**src/rtl/cfr_pkg.sv**
```systemverilog
`default_nettype none
package cfr_pkg;

  localparam int TEXT_LEN_DEF = 8;
  localparam int QUEUE_DEPTH  = 2;
  localparam int CFG_ADDR_W   = 3;

  // register indexes
  localparam logic [CFG_ADDR_W-1:0] CFG_START_ONE = 3'd0;
  localparam logic [CFG_ADDR_W-1:0] CFG_START_TWO = 3'd1;
  localparam logic [CFG_ADDR_W-1:0] CFG_END_ONE   = 3'd2;
  localparam logic [CFG_ADDR_W-1:0] CFG_END_TWO   = 3'd3;
  localparam logic [CFG_ADDR_W-1:0] CFG_TEXT_LEN  = 3'd4;

  localparam logic [7:0] RST_START_ONE = 8'd170;
  localparam logic [7:0] RST_START_TWO = 8'd85;
  localparam logic [7:0] RST_END_ONE   = 8'd13;
  localparam logic [7:0] RST_END_TWO   = 8'd10;
  localparam logic [5:0] RST_TEXT_LEN  = 6'd8;

  // result status codes
  localparam logic [1:0] ST_OK        = 2'd0;
  localparam logic [1:0] ST_FRAME_ERR = 2'd1;
  localparam logic [1:0] ST_SUM_ERR   = 2'd2;

  typedef struct packed {
    logic [7:0] start_one;
    logic [7:0] start_two;
    logic [7:0] end_one;
    logic [7:0] end_two;
    logic [5:0] text_len;
  } cfr_cfg_t;

  typedef struct packed {
    logic [1:0]  status;
    logic [7:0]  command;
    logic [15:0] value_one;
    logic [15:0] value_two;
    logic        flag;
  } cfr_hdr_t;

endpackage
`default_nettype wire

```
**src/rtl/cfr_front.sv**
```systemverilog
`default_nettype none
module cfr_front import cfr_pkg::*; #(
  parameter int TEXT_LEN = TEXT_LEN_DEF,
  parameter int IDX_W    = (TEXT_LEN > 1) ? $clog2(TEXT_LEN) : 1
) (
  input  wire logic                          clk,
  input  wire logic                          rst_n,
  input  wire cfr_cfg_t                      cfg,
  input  wire logic                          in_push,
  input  wire logic [7:0]                    in_rx_byte,
  output logic                               in_full,
  input  wire logic                          q_full,
  output logic                               q_push,
  output cfr_hdr_t                           q_hdr,
  output logic [IDX_W-1:0]                   q_last_idx,
  output logic [TEXT_LEN-1:0][7:0]           q_text
);

  localparam int FRM_BYTES  = TEXT_LEN + 11;
  localparam int CNT_W      = $clog2(FRM_BYTES);
  localparam int POS_START2 = 1;
  localparam int POS_CMD    = 2;
  localparam int POS_V1_LO  = 3;
  localparam int POS_V1_HI  = 4;
  localparam int POS_V2_LO  = 5;
  localparam int POS_V2_HI  = 6;
  localparam int POS_FLAG   = 7;
  localparam int POS_TEXT   = 8;
  localparam int POS_SUM    = TEXT_LEN + 8;
  localparam int POS_END1   = TEXT_LEN + 9;
  localparam int POS_LAST   = TEXT_LEN + 10;

  logic [CNT_W-1:0]          cnt_r, cnt_nxt;
  logic                      start_ok_r, start_ok_nxt;
  logic                      end_ok_r, end_ok_nxt;
  logic [7:0]                sum_r;
  logic [7:0]                rsum_r;
  logic [7:0]                cmd_r;
  logic [15:0]               v1_r;
  logic [15:0]               v2_r;
  logic                      flag_r;
  logic [TEXT_LEN-1:0][7:0]  text_r;

  logic                      accept;
  logic                      at_last;
  logic                      text_wr;
  logic [IDX_W-1:0]          text_idx;
  logic                      frame_bad;
  logic                      sum_bad;
  logic [5:0]                len_clamp;

  assign at_last = (cnt_r == CNT_W'(POS_LAST));
  assign in_full = at_last && q_full;
  assign accept  = in_push && !in_full;

  assign text_wr  = (cnt_r >= CNT_W'(POS_TEXT)) && (cnt_r < CNT_W'(POS_SUM));
  assign text_idx = IDX_W'(cnt_r - CNT_W'(POS_TEXT));

  assign frame_bad = !start_ok_r || !end_ok_r || (in_rx_byte != cfg.end_two);
  assign sum_bad   = (sum_r != rsum_r);
  assign len_clamp = (cfg.text_len > 6'(TEXT_LEN)) ? 6'(TEXT_LEN) : cfg.text_len;

  always_comb begin
    cnt_nxt      = cnt_r;
    start_ok_nxt = start_ok_r;
    end_ok_nxt   = end_ok_r;
    if (accept) begin
      cnt_nxt = at_last ? '0 : cnt_r + CNT_W'(1);
      if (cnt_r == '0) begin
        start_ok_nxt = (in_rx_byte == cfg.start_one);
      end
      if (cnt_r == CNT_W'(POS_START2)) begin
        start_ok_nxt = start_ok_r && (in_rx_byte == cfg.start_two);
      end
      if (cnt_r == CNT_W'(POS_END1)) begin
        end_ok_nxt = (in_rx_byte == cfg.end_one);
      end
    end
  end

  always_ff @(posedge clk) begin
    if (!rst_n) begin
      cnt_r      <= '0;
      start_ok_r <= 1'b0;
      end_ok_r   <= 1'b0;
    end else begin
      cnt_r      <= cnt_nxt;
      start_ok_r <= start_ok_nxt;
      end_ok_r   <= end_ok_nxt;
    end
  end

  // payload capture
  always_ff @(posedge clk) begin
    if (accept) begin
      if (cnt_r == CNT_W'(POS_START2)) begin
        sum_r <= 8'd0;
      end else if ((cnt_r >= CNT_W'(POS_CMD)) && (cnt_r < CNT_W'(POS_SUM))) begin
        sum_r <= sum_r + in_rx_byte;
      end
      if (cnt_r == CNT_W'(POS_CMD))   cmd_r       <= in_rx_byte;
      if (cnt_r == CNT_W'(POS_V1_LO)) v1_r[7:0]   <= in_rx_byte;
      if (cnt_r == CNT_W'(POS_V1_HI)) v1_r[15:8]  <= in_rx_byte;
      if (cnt_r == CNT_W'(POS_V2_LO)) v2_r[7:0]   <= in_rx_byte;
      if (cnt_r == CNT_W'(POS_V2_HI)) v2_r[15:8]  <= in_rx_byte;
      if (cnt_r == CNT_W'(POS_FLAG))  flag_r      <= (in_rx_byte != 8'd0);
      if (text_wr)                    text_r[text_idx] <= in_rx_byte;
      if (cnt_r == CNT_W'(POS_SUM))   rsum_r      <= in_rx_byte;
    end
  end

  // verdict on the closing byte; a good frame with no text to copy is dropped
  always_comb begin
    q_push     = accept && at_last && (frame_bad || sum_bad || (len_clamp != 6'd0));
    q_hdr      = '0;
    q_last_idx = '0;
    q_text     = '0;
    if (frame_bad) begin
      q_hdr.status = ST_FRAME_ERR;
    end else if (sum_bad) begin
      q_hdr.status = ST_SUM_ERR;
    end else begin
      q_hdr.status    = ST_OK;
      q_hdr.command   = cmd_r;
      q_hdr.value_one = v1_r;
      q_hdr.value_two = v2_r;
      q_hdr.flag      = flag_r;
      q_last_idx      = IDX_W'(len_clamp - 6'd1);
      q_text          = text_r;
    end
  end

endmodule
`default_nettype wire

```
**src/rtl/cfr_queue.sv**
```systemverilog
`default_nettype none
module cfr_queue import cfr_pkg::*; #(
  parameter int DW = 8
) (
  input  wire logic          clk,
  input  wire logic          rst_n,
  input  wire logic          push,
  input  wire logic [DW-1:0] push_data,
  output logic               full,
  input  wire logic          pop,
  output logic [DW-1:0]      pop_data,
  output logic               empty
);

  localparam int PTR_W = (QUEUE_DEPTH > 1) ? $clog2(QUEUE_DEPTH) : 1;
  localparam int CNT_W = $clog2(QUEUE_DEPTH + 1);

  logic [DW-1:0]    mem_r [QUEUE_DEPTH];
  logic [PTR_W-1:0] wr_ptr_r, wr_ptr_nxt;
  logic [PTR_W-1:0] rd_ptr_r, rd_ptr_nxt;
  logic [CNT_W-1:0] cnt_r, cnt_nxt;
  logic             do_push;
  logic             do_pop;

  assign full     = (cnt_r == CNT_W'(QUEUE_DEPTH));
  assign empty    = (cnt_r == '0);
  assign do_push  = push && !full;
  assign do_pop   = pop && !empty;
  assign pop_data = mem_r[rd_ptr_r];

  always_comb begin
    wr_ptr_nxt = wr_ptr_r;
    rd_ptr_nxt = rd_ptr_r;
    cnt_nxt    = cnt_r;
    if (do_push) begin
      wr_ptr_nxt = (wr_ptr_r == PTR_W'(QUEUE_DEPTH - 1)) ? '0 : wr_ptr_r + PTR_W'(1);
    end
    if (do_pop) begin
      rd_ptr_nxt = (rd_ptr_r == PTR_W'(QUEUE_DEPTH - 1)) ? '0 : rd_ptr_r + PTR_W'(1);
    end
    if (do_push && !do_pop) begin
      cnt_nxt = cnt_r + CNT_W'(1);
    end else if (do_pop && !do_push) begin
      cnt_nxt = cnt_r - CNT_W'(1);
    end
  end

  always_ff @(posedge clk) begin
    if (!rst_n) begin
      wr_ptr_r <= '0;
      rd_ptr_r <= '0;
      cnt_r    <= '0;
    end else begin
      wr_ptr_r <= wr_ptr_nxt;
      rd_ptr_r <= rd_ptr_nxt;
      cnt_r    <= cnt_nxt;
    end
  end

  always_ff @(posedge clk) begin
    if (do_push) begin
      mem_r[wr_ptr_r] <= push_data;
    end
  end

endmodule
`default_nettype wire

```
**src/rtl/cfr_back.sv**
```systemverilog
`default_nettype none
module cfr_back import cfr_pkg::*; #(
  parameter int TEXT_LEN = TEXT_LEN_DEF,
  parameter int IDX_W    = (TEXT_LEN > 1) ? $clog2(TEXT_LEN) : 1
) (
  input  wire logic                    clk,
  input  wire logic                    rst_n,
  input  wire logic                    q_empty,
  input  wire cfr_hdr_t                q_hdr,
  input  wire logic [IDX_W-1:0]        q_last_idx,
  input  wire logic [TEXT_LEN-1:0][7:0] q_text,
  output logic                         q_pop,
  output logic                         out_empty,
  input  wire logic                    out_pop,
  output logic [1:0]                   out_status,
  output logic [7:0]                   out_command,
  output logic [15:0]                  out_value_one,
  output logic [15:0]                  out_value_two,
  output logic                         out_flag_bit,
  output logic [7:0]                   out_text_byte,
  output logic [4:0]                   out_text_index,
  output logic                         out_last
);

  logic [IDX_W-1:0] idx_r, idx_nxt;
  logic             take;

  assign out_empty      = q_empty;
  assign take           = out_pop && !q_empty;
  assign out_status     = q_hdr.status;
  assign out_command    = q_hdr.command;
  assign out_value_one  = q_hdr.value_one;
  assign out_value_two  = q_hdr.value_two;
  assign out_flag_bit   = q_hdr.flag;
  assign out_text_byte  = q_text[idx_r];
  assign out_text_index = 5'(idx_r);
  assign out_last       = (idx_r == q_last_idx);

  // release the frame entry only after its final item goes out
  assign q_pop = take && out_last;

  always_comb begin
    idx_nxt = idx_r;
    if (take) begin
      idx_nxt = out_last ? '0 : idx_r + IDX_W'(1);
    end
  end

  always_ff @(posedge clk) begin
    if (!rst_n) begin
      idx_r <= '0;
    end else begin
      idx_r <= idx_nxt;
    end
  end

endmodule
`default_nettype wire

```
**src/rtl/checksum_frame_receiver.sv**
```systemverilog
// Channel  Handshake                Payload
// in       in_push / in_full        in_rx_byte
// out      out_pop / out_empty      status, command, value_one/two, flag_bit,
//                                   text_byte, text_index, last
// cfg      cfg_valid / cfg_ready    cfg_addr, cfg_data
//
// One byte is taken per cycle while in_full is low; a frame is TEXT_LEN + 11 bytes.
// A frame's verdict enters a two-entry descriptor queue on its closing byte;
// the result side then gives one item per cycle while out_pop is high, up to
// TEXT_LEN per frame. in_full rises only on a closing byte with the queue full.
// cfg_ready is always high. Reset (rst_n low, synchronous) empties the queue,
// restarts byte counting and loads the default register values.
`default_nettype none
module checksum_frame_receiver import cfr_pkg::*; #(
  parameter int TEXT_LEN = TEXT_LEN_DEF
) (
  input  wire logic                  clk,
  input  wire logic                  rst_n,
  input  wire logic                  in_push,
  input  wire logic [7:0]            in_rx_byte,
  output logic                       in_full,
  output logic                       out_empty,
  input  wire logic                  out_pop,
  output logic [1:0]                 out_status,
  output logic [7:0]                 out_command,
  output logic [15:0]                out_value_one,
  output logic [15:0]                out_value_two,
  output logic                       out_flag_bit,
  output logic [7:0]                 out_text_byte,
  output logic [4:0]                 out_text_index,
  output logic                       out_last,
  input  wire logic                  cfg_valid,
  output logic                       cfg_ready,
  input  wire logic [CFG_ADDR_W-1:0] cfg_addr,
  input  wire logic [7:0]            cfg_data
);

  localparam int IDX_W = (TEXT_LEN > 1) ? $clog2(TEXT_LEN) : 1;
  localparam int HDR_W = $bits(cfr_hdr_t);
  localparam int TXT_W = TEXT_LEN * 8;
  localparam int DW    = HDR_W + IDX_W + TXT_W;

  cfr_cfg_t                 cfg_r, cfg_nxt;
  cfr_hdr_t                 f_hdr, b_hdr;
  logic [IDX_W-1:0]         f_last_idx, b_last_idx;
  logic [TEXT_LEN-1:0][7:0] f_text, b_text;
  logic                     f_push;
  logic                     q_full;
  logic                     q_empty;
  logic                     q_pop;
  logic [DW-1:0]            q_wdata;
  logic [DW-1:0]            q_rdata;

  assign cfg_ready = 1'b1;

  always_comb begin
    cfg_nxt = cfg_r;
    if (cfg_valid) begin
      case (cfg_addr)
        CFG_START_ONE: cfg_nxt.start_one = cfg_data;
        CFG_START_TWO: cfg_nxt.start_two = cfg_data;
        CFG_END_ONE:   cfg_nxt.end_one   = cfg_data;
        CFG_END_TWO:   cfg_nxt.end_two   = cfg_data;
        CFG_TEXT_LEN:  cfg_nxt.text_len  = cfg_data[5:0];
        default:       cfg_nxt = cfg_r;
      endcase
    end
  end

  always_ff @(posedge clk) begin
    if (!rst_n) begin
      cfg_r.start_one <= RST_START_ONE;
      cfg_r.start_two <= RST_START_TWO;
      cfg_r.end_one   <= RST_END_ONE;
      cfg_r.end_two   <= RST_END_TWO;
      cfg_r.text_len  <= RST_TEXT_LEN;
    end else begin
      cfg_r <= cfg_nxt;
    end
  end

  cfr_front #(
    .TEXT_LEN (TEXT_LEN),
    .IDX_W    (IDX_W)
  ) u_front (
    .clk        (clk),
    .rst_n      (rst_n),
    .cfg        (cfg_r),
    .in_push    (in_push),
    .in_rx_byte (in_rx_byte),
    .in_full    (in_full),
    .q_full     (q_full),
    .q_push     (f_push),
    .q_hdr      (f_hdr),
    .q_last_idx (f_last_idx),
    .q_text     (f_text)
  );

  assign q_wdata    = {f_hdr, f_last_idx, f_text};
  assign b_hdr      = q_rdata[DW-1 -: HDR_W];
  assign b_last_idx = q_rdata[TXT_W +: IDX_W];
  assign b_text     = q_rdata[TXT_W-1:0];

  cfr_queue #(
    .DW (DW)
  ) u_queue (
    .clk       (clk),
    .rst_n     (rst_n),
    .push      (f_push),
    .push_data (q_wdata),
    .full      (q_full),
    .pop       (q_pop),
    .pop_data  (q_rdata),
    .empty     (q_empty)
  );

  cfr_back #(
    .TEXT_LEN (TEXT_LEN),
    .IDX_W    (IDX_W)
  ) u_back (
    .clk            (clk),
    .rst_n          (rst_n),
    .q_empty        (q_empty),
    .q_hdr          (b_hdr),
    .q_last_idx     (b_last_idx),
    .q_text         (b_text),
    .q_pop          (q_pop),
    .out_empty      (out_empty),
    .out_pop        (out_pop),
    .out_status     (out_status),
    .out_command    (out_command),
    .out_value_one  (out_value_one),
    .out_value_two  (out_value_two),
    .out_flag_bit   (out_flag_bit),
    .out_text_byte  (out_text_byte),
    .out_text_index (out_text_index),
    .out_last       (out_last)
  );

endmodule
`default_nettype wire

```
**config.mk**
```make
export PLATFORM = sky130hd
export DESIGN_NAME = checksum_frame_receiver
export DESIGN_NICKNAME = d
export VERILOG_FILES = /design/src/rtl/cfr_pkg.sv /design/src/rtl/cfr_front.sv /design/src/rtl/cfr_queue.sv /design/src/rtl/cfr_back.sv /design/src/rtl/checksum_frame_receiver.sv
export SDC_FILE = /design/constraint.sdc
export NUM_CORES = 1
export LEC_CHECK = 0
export BUFFER_PORTS_ARGS = -buffer_cell sky130_fd_sc_hd__buf_2
export CAP_MARGIN = 10
export CORE_ASPECT_RATIO = 0.8
export CORE_MARGIN = 8
export CORE_UTILIZATION = 25
export DETAILED_ROUTE_END_ITERATION = 12
export HOLD_SLACK_MARGIN = 0.05
export PLACE_DENSITY_LB_ADDON = 0.3
export SETUP_SLACK_MARGIN = 0.3
export SYNTH_ARGS = -nofsm -noshare
export SYNTH_HDL_FRONTEND = slang
export SYNTH_SLANG_ARGS = --single-unit
```
**constraint.sdc**
```tcl
create_clock -name clk -period 11.75 [get_ports clk]
set_input_delay 1.175 -clock clk [delete_from_list [all_inputs] [get_ports clk]]
set_output_delay 1.175 -clock clk [all_outputs]
set_load 0.01 [all_outputs]
```
==> results of run 1 <==
[stage by stage]
| stage | util | total power, uW | instance area [sq um] | hold slack, ns | std cells |
|---|---|---|---|---|---|
| final | 0.2945 | 2821 | 18490 | 0.4785 | 1937 |
| after global routing | 0.2944 | 2922 | 18490 | 0.4955 | 1936 |
| after CTS | 0.2942 | 2857 | 18480 | 0.4833 | 1935 |
| after detailed placement | 0.2743 | 1620 | 17220 | 0.4720 | 1863 |
| after global placement | 0.2743 | 1620 | 17220 | 0.4569 | 1863 |
| after floorplan | - | 1592 | 15920 | 0.4432 | 990 |
[cells by family (layout without fill, tap and decap cells)]
logic type / Yosys count / count (layout) / share of synthesized area
adder cells (fa/ha/maj): 15 / 15 / 0.01227
other: 2 / 4 / 0.0004719
buffers and inverters: 71 / 177 / 0.02178
XOR/XNOR: 54 / 54 / 0.02972
flip-flops: 394 / 394 / 0.7101
AO/OA/AOI/OAI: 44 / 44 / 0.01997
multiplexers: 94 / 94 / 0.09938
AND/OR/NAND/NOR: 315 / 315 / 0.1063
[per-layer routing]
layer | vias to the layer above | share of wire | global-route usage
li1 | 3920 | - | -
met1 | 4192 | 0.47 | 0.1338
met2 | 120 | 0.48 | 0.1623
met3 | 43 | 0.036 | 0.01973
met4 | 0 | 0.015 | 0.02274
met5 | - | 0 | 0
[worst max-delay path: stages, from the launching register on]
cell and delay (ns):
dfxtp_4 0.53, buf_4 0.78, mux4_1 0.68, mux4_2 0.54, buf_2 0.17
[Yosys cell counts, drive strengths merged (2+ instances only)]
| library cell | instances | area, sq um |
|---|---|---|
| inv | 8 | 30.03 |
| o311a | 2 | 20.02 |
| clkbuf | 37 | 150.1 |
| a211oi | 2 | 15.01 |
| nor4 | 7 | 43.79 |
| nand3 | 21 | 105.1 |
| nor2 | 25 | 93.84 |
| ha | 14 | 175.2 |
| and3 | 116 | 725.7 |
| mux2 | 43 | 484.2 |
| and3b | 2 | 17.52 |
| and2 | 9 | 56.30 |
| conb | 2 | 7.510 |
| dfxtp | 53 | 1061 |
| mux4 | 40 | 987.2 |
| edfxtp | 341 | 10240 |
| xor2 | 21 | 183.9 |
| buf | 26 | 166.4 |
| a21boi | 22 | 165.2 |
| o21ai | 6 | 30.03 |
| a211o | 2 | 17.52 |
| nand2b | 6 | 37.54 |
| nor3b | 3 | 27.52 |
| or4 | 2 | 15.01 |
| mux2i | 11 | 110.1 |
| nand2 | 81 | 304.0 |
| a21o | 2 | 15.01 |
| a21oi | 4 | 20.02 |
| nor3 | 14 | 75.07 |
| or3 | 3 | 18.77 |
| nor2b | 13 | 81.33 |
| nand4 | 9 | 56.30 |
| xnor2 | 33 | 289.0 |
[how the worst min path moves through the flow]
| stage | start | end | slack [ns] | cells past startpoint |
|---|---|---|---|---|
| after floorplan | cfg_r[3] | cfg_r[3] | 0.44 | 2 |
| after global placement | cfg_r[3] | cfg_r[3] | 0.46 | 2 |
| after detailed placement | cfg_r[3] | cfg_r[3] | 0.47 | 2 |
| after CTS | cfg_r[34] | cfg_r[34] | 0.48 | 2 |
| after global routing | cfg_r[22] | cfg_r[22] | 0.50 | 2 |
| final | cfg_r[34] | cfg_r[34] | 0.48 | 2 |
[layout make-up]
| cell class | instances | area [sq um] | share of cell area |
|---|---|---|---|
| timing repair buffer | 97 | 531.8 | 0.02876 |
| clock buffer | 46 | 1022 | 0.05529 |
| sequential | 394 | 11300 | 0.6114 |
| antenna | 1 | 2.502 | 0.0001353 |
| multi-input combinational | 525 | 4314 | 0.2333 |
| clock inverter | 26 | 232.7 | 0.01259 |
| inverter | 8 | 30.03 | 0.001624 |
| tap | 840 | 1051 | 0.05685 |
[state kept, by name (all words and copies together), names as in the netlist, 8 cells and up, named ones only]
register / cells
cfg_r: 38
u_front.cmd_r: 8
u_front.rsum_r: 8
u_front.sum_r: 8
u_front.text_r: 64
u_front.v1_r: 16
u_front.v2_r: 16
u_queue.mem_r: 220
[power breakdown]
group          internal, uW  switching (uW)  total [uW]  leakage, uW
logic                  25.3            46.2        71.6      0.00254
registers              1510            5.67        1520      0.00406
clock network           712             518        1230     0.000612
total                  2250             570        2820      0.00722
[layout by cell type, fill, tap and decap left out, drive strengths merged, types with 7 or more instances in the layout]
cell type,netlist,final
edfxtp,341,341
inv,8,11
nor2,25,25
a21boi,22,22
mux2,43,43
buf,26,97
nor3,14,14
nor2b,13,13
xnor2,33,33
xor2,21,21
mux4,40,40
mux2i,11,11
clkbuf,37,46
dfxtp,53,53
clkinv,0,17
nor4,7,7
nand2,81,81
nand4,9,9
and3,116,116
and2,9,9
ha,14,14
nand3,21,21
==> results.py, run 1 <==
metrics = {
    "sta": {
        "tns_ns": 0,
        "slew_headroom": 0.2258,
        "fin_ws_ns": 7.252,
        "finClkSkew_ns": 0.01876,
        "finalSetupViolations": 0,
        "finalHoldViolCount": 0,
        "finalMaxSlewViolations": 0,
        "fmax_mhz": 222.3,
        "rsz0062_at_grt": "false",
        "worstMarginPinSlew_ns": 1.157,
        "final.period_utilization": 0.3828,
        "period_needed_ns": 4.498,
    },
    "cts": {
        "clk_pin_slew_ns": 0.06,
        "cts_root_buf": "clkbuf_16",
        "ctsResizeCount": 0,
        "ctsLongestPathBuffers": 3,
        "post_cts_buffers": 0,
        "cts_buffers": 39,
        "cts_tree": "yes",
        "holdBufCountCts": 0,
        "clk-insertion-delay-late_ns": 0.54,
        "htreeDepth": 2,
        "cts_sinks": 394,
    },
    "global_routing": {
        "antenna_found_initial": 3,
        "gr-total-overflow": 0,
        "grt_max_degree": 111,
        "grt_pass1_vias": 8470,
        "grt_util_all_layers": 0.09880,
        "grt_pass1_wl_mm": 55.04,
    },
    "critical_path": {
        "setup.worst_path.class": "reg2out",
        "worstReg2RegStart": "cfg_r[3]",
        "endpoint": "out_text_byte[5]",
        "reg2reg_slack_ns": 8.30,
        "cp-end-kind": "output port",
        "rr_endpoint": "u_queue.mem_r[1][18]",
        "rr_worst_depth": 7,
        "worstPathRequired_ns": 10.58,
        "start_kind": "register",
        "crit_fanout": 60,
        "worstPathArrival_ns": 3.32,
    },
    "floorplan": {
        "start_util": 0.2534,
        "die_area_sq_um": 72040,
        "placementRows": 82,
        "coreArea_sq_um": 62790,
        "die_x_um": 298.1,
        "pin_count": 84,
        "die_h_um": 241.7,
    },
    "routing": {
        "routedWlPerCell_um": 18.80,
        "first_pass_iters": 4,
        "routed_wl_mm": 36.42,
        "vias": 8275,
        "ant_nets": 0,
        "drt_iter0_markers": 539,
        "avgViaCountPerCell": 4.272,
        "drc": 0,
    },
    "synth": {
        "synth_seq_area_share": 0.7101,
        "yosys_warnings": 0,
        "syn_area_sq_um": 15910,
        "postSynth.asyncResetShare": 0,
        "synth-main-ff-cell": "edfxtp_1",
        "avgSynthCellArea_sq_um": 16.09,
        "synth_seq_cells": 394,
        "syn_inst": 989,
        "yosys.cell_types.count": 50,
        "synth_edf_count": 341,
    },
    "job": {
        "drv_cap": 0,
    },
    "outcome": {
        "status": "completed",
    },
    "finish": {
        "num-fill-cells": 6264,
        "drive_above_1_share": 0.2035,
        "layout.nets": 1104,
        "syn2layout_area_growth_pct": 16.18,
    },
    "hold_path": {
        "hp-class": "reg2reg",
    },
    "power_and_ir_drop": {
        "power.leakage_uw": 0.007216,
        "peakVddDrop_v": 0.00008361,
        "power_density_nw_per_um2": 152.6,
    },
    "placement": {
        "port_buffers": 80,
        "place.gp.congestion": 0.7302,
        "dp_hpwl_mm": 22.69,
        "dp_worst_setup_slack_ns": 7.208,
    },
}
Note: power is estimated with default switching activity, not from simulation.
==> run 2: changes to the inputs <==
clock period = 4.2 ns   (was 11.75 ns; I/O delays follow)
==> run 2 against run 1 <==
Against the previous run:
- combinational power rose to 3.0 times the previous value
- core utilization rose by 0.27 points
- first-iteration DRC count increased by 0.74%
- power grew to 2.8 times the previous value
- sequential share of layout area decreased by 0.55 points
- via count rose by 2.0%
- non-clock buffer count is 15 higher
- sequential power increased to 2.8 times the previous value
- clock skew is 0.0050 ns lower
==> results.py, run 2 (synthesis results as in run 1) <==
metrics = {
    "power_and_ir_drop": {
        "power.leakage_uw": 0.006855,
        "power_density_nw_per_um2": 421.3,
        "peakVddDrop_v": 0.0002378,
        "totalPowerFinal_uw": 7860,
    },
    "global_routing": {
        "grt_util_all_layers": 0.1019,
        "gr-total-overflow": 0,
        "grt_pass1_vias": 8586,
        "grt_pass1_wl_mm": 56.39,
        "antenna_found_initial": 4,
        "grt_max_degree": 111,
    },
    "critical_path": {
        "reg2reg_slack_ns": 1.57,
        "rr_worst_depth": 6,
        "max_stage_delay_ns": 0.62,
        "start_kind": "register",
        "setup.worst_path.class": "reg2out",
        "crit_fanout": 23,
        "cp_cell_sequence": "buf_4 > mux4_1 > mux4_2 > buf_2",
        "cp-end-kind": "output port",
        "rr_endpoint": "u_queue.mem_r[1][53]",
        "worstPathArrival_ns": 2.89,
        "worstPathRequired_ns": 3.78,
        "crit_path_top_delay_cell": "mux4_1",
        "worstReg2RegStart": "cfg_r[3]",
    },
    "floorplan": {
        "placementRows": 82,
        "die_h_um": 241.7,
        "die_x_um": 298.1,
        "pin_count": 84,
        "die_area_sq_um": 72040,
        "start_util": 0.2534,
        "coreArea_sq_um": 62790,
    },
    "finish": {
        "antenna_cells": 0,
        "drive_above_1_share": 0.2124,
        "final_cell_mix": "341 x edfxtp_1, 115 x and3_1, 81 x nand2_1, 80 x buf_2, 52 x dfxtp_1",
        "syn2layout_area_growth_pct": 17.24,
        "regMostFlops": "u_queue.mem_r",
        "largest_reg_flops": 220,
        "final_common_cell": "edfxtp_1",
        "layout.nets": 1120,
        "reg.largest.list": "u_queue.mem_r (220), u_front.text_r (64), cfg_r (38)",
    },
    "cts": {
        "cts_root_buf": "clkbuf_16",
        "cts_tree": "yes",
        "post_cts_buffers": 0,
        "clk-insertion-delay-late_ns": 0.55,
        "holdBufCountCts": 0,
        "cts_buffers": 40,
        "cts_sinks": 394,
        "clk_pin_slew_ns": 0.06,
        "htreeDepth": 2,
        "ctsLongestPathBuffers": 3,
        "ctsResizeCount": 0,
    },
    "placement": {
        "dp_hpwl_mm": 23.65,
        "port_buffers": 80,
        "place.gp.congestion": 0.7479,
    },
    "sta": {
        "finalHoldViolCount": 0,
        "worstMarginPinSlew_ns": 1.186,
        "final.period_utilization": 0.7878,
        "fmax_mhz": 302.2,
        "finalSetupViolations": 0,
        "slew_headroom": 0.2065,
        "finClkSkew_ns": 0.01372,
        "rsz0062_at_grt": "false",
        "finalMaxSlewViolations": 0,
        "period_needed_ns": 3.309,
        "whs_ns": 0.1918,
    },
    "hold_path": {
        "hp-class": "in2reg",
        "hold_path_end": "cfg_r[37]",
        "holdPathStages": 3,
        "worstHoldStart": "cfg_data[7]",
    },
    "routing": {
        "avgViaCountPerCell": 4.325,
        "drt_iter0_markers": 543,
        "ant_nets": 0,
        "first_pass_iters": 4,
        "routed_wl_mm": 38.00,
        "vias": 8439,
        "drc": 0,
        "routedWlPerCell_um": 19.48,
    },
    "job": {
        "drv_cap": 0,
    },
    "outcome": {
        "status": "completed",
    },
}
run 2: cell count changes in the layout (fill, tap and decap cells not counted), moves of 2 or more:
cell	change
buf_12	+5
clkbuf_16	+3
buf_4	+10
clkinv_1	-7
bufinv_16	-3
clkbuf_1	+10
clkinv_2	-2
run 2: through the flow:
stage	TNS, ns	worst slack [ns]	utilization	cells	cell area, sq um
floorplan	-73.87	-0.3358	-	990	16000
global placement	0	1.348	0.2771	1877	17400
detailed placement	0	1.411	0.2773	1878	17410
CTS	0	0.8306	0.2970	1950	18650
global route	0	0.7749	0.2971	1951	18660
finish	0	0.8912	0.2971	1951	18660
run 2: power breakdown:
part	internal, uW	switching [uW]
combinational	76.1	140
sequential	4230	15.1
clock	1960	1440
total	6260	1600
run 2: worst max-delay path by stage:
stage | from | to | depth (start not counted)
floorplan | in_rx_byte[0] | u_queue.mem_r[0][0] | 8
global placement | in_rx_byte[7] | u_queue.cnt_r[1] | 10
detailed placement | in_rx_byte[7] | u_queue.cnt_r[1] | 10
CTS | register | out_text_byte[5] | 4
global route | register | out_text_byte[5] | 4
finish | register | out_text_byte[1] | 4
run 2: area by class of cell:
type / instances / area, sq um
clock buffer: 60 / 1149
clock inverter: 12 / 90.09
fill: 6285 / 44130
inverter: 8 / 32.53
multi-input combinational: 525 / 4324
sequential: 394 / 11300
tap: 840 / 1051
timing repair buffer: 112 / 706.9
run 2: layer usage:
layer  track usage  vias to the layer above  routed length, um
met5             0                        -                  0
met4       0.02516                        0                646
met3       0.01911                       51               1423
met2        0.1692                      137              18100
met1        0.1366                     4298              17830
li1              -                     3953                  -
run 2: worst max-delay path: cells and delay by family (launching register included):
kind                   cells  cell delay, ns
flip-flops                 1            0.60
buffers and inverters      2            0.56
multiplexers               2            1.17
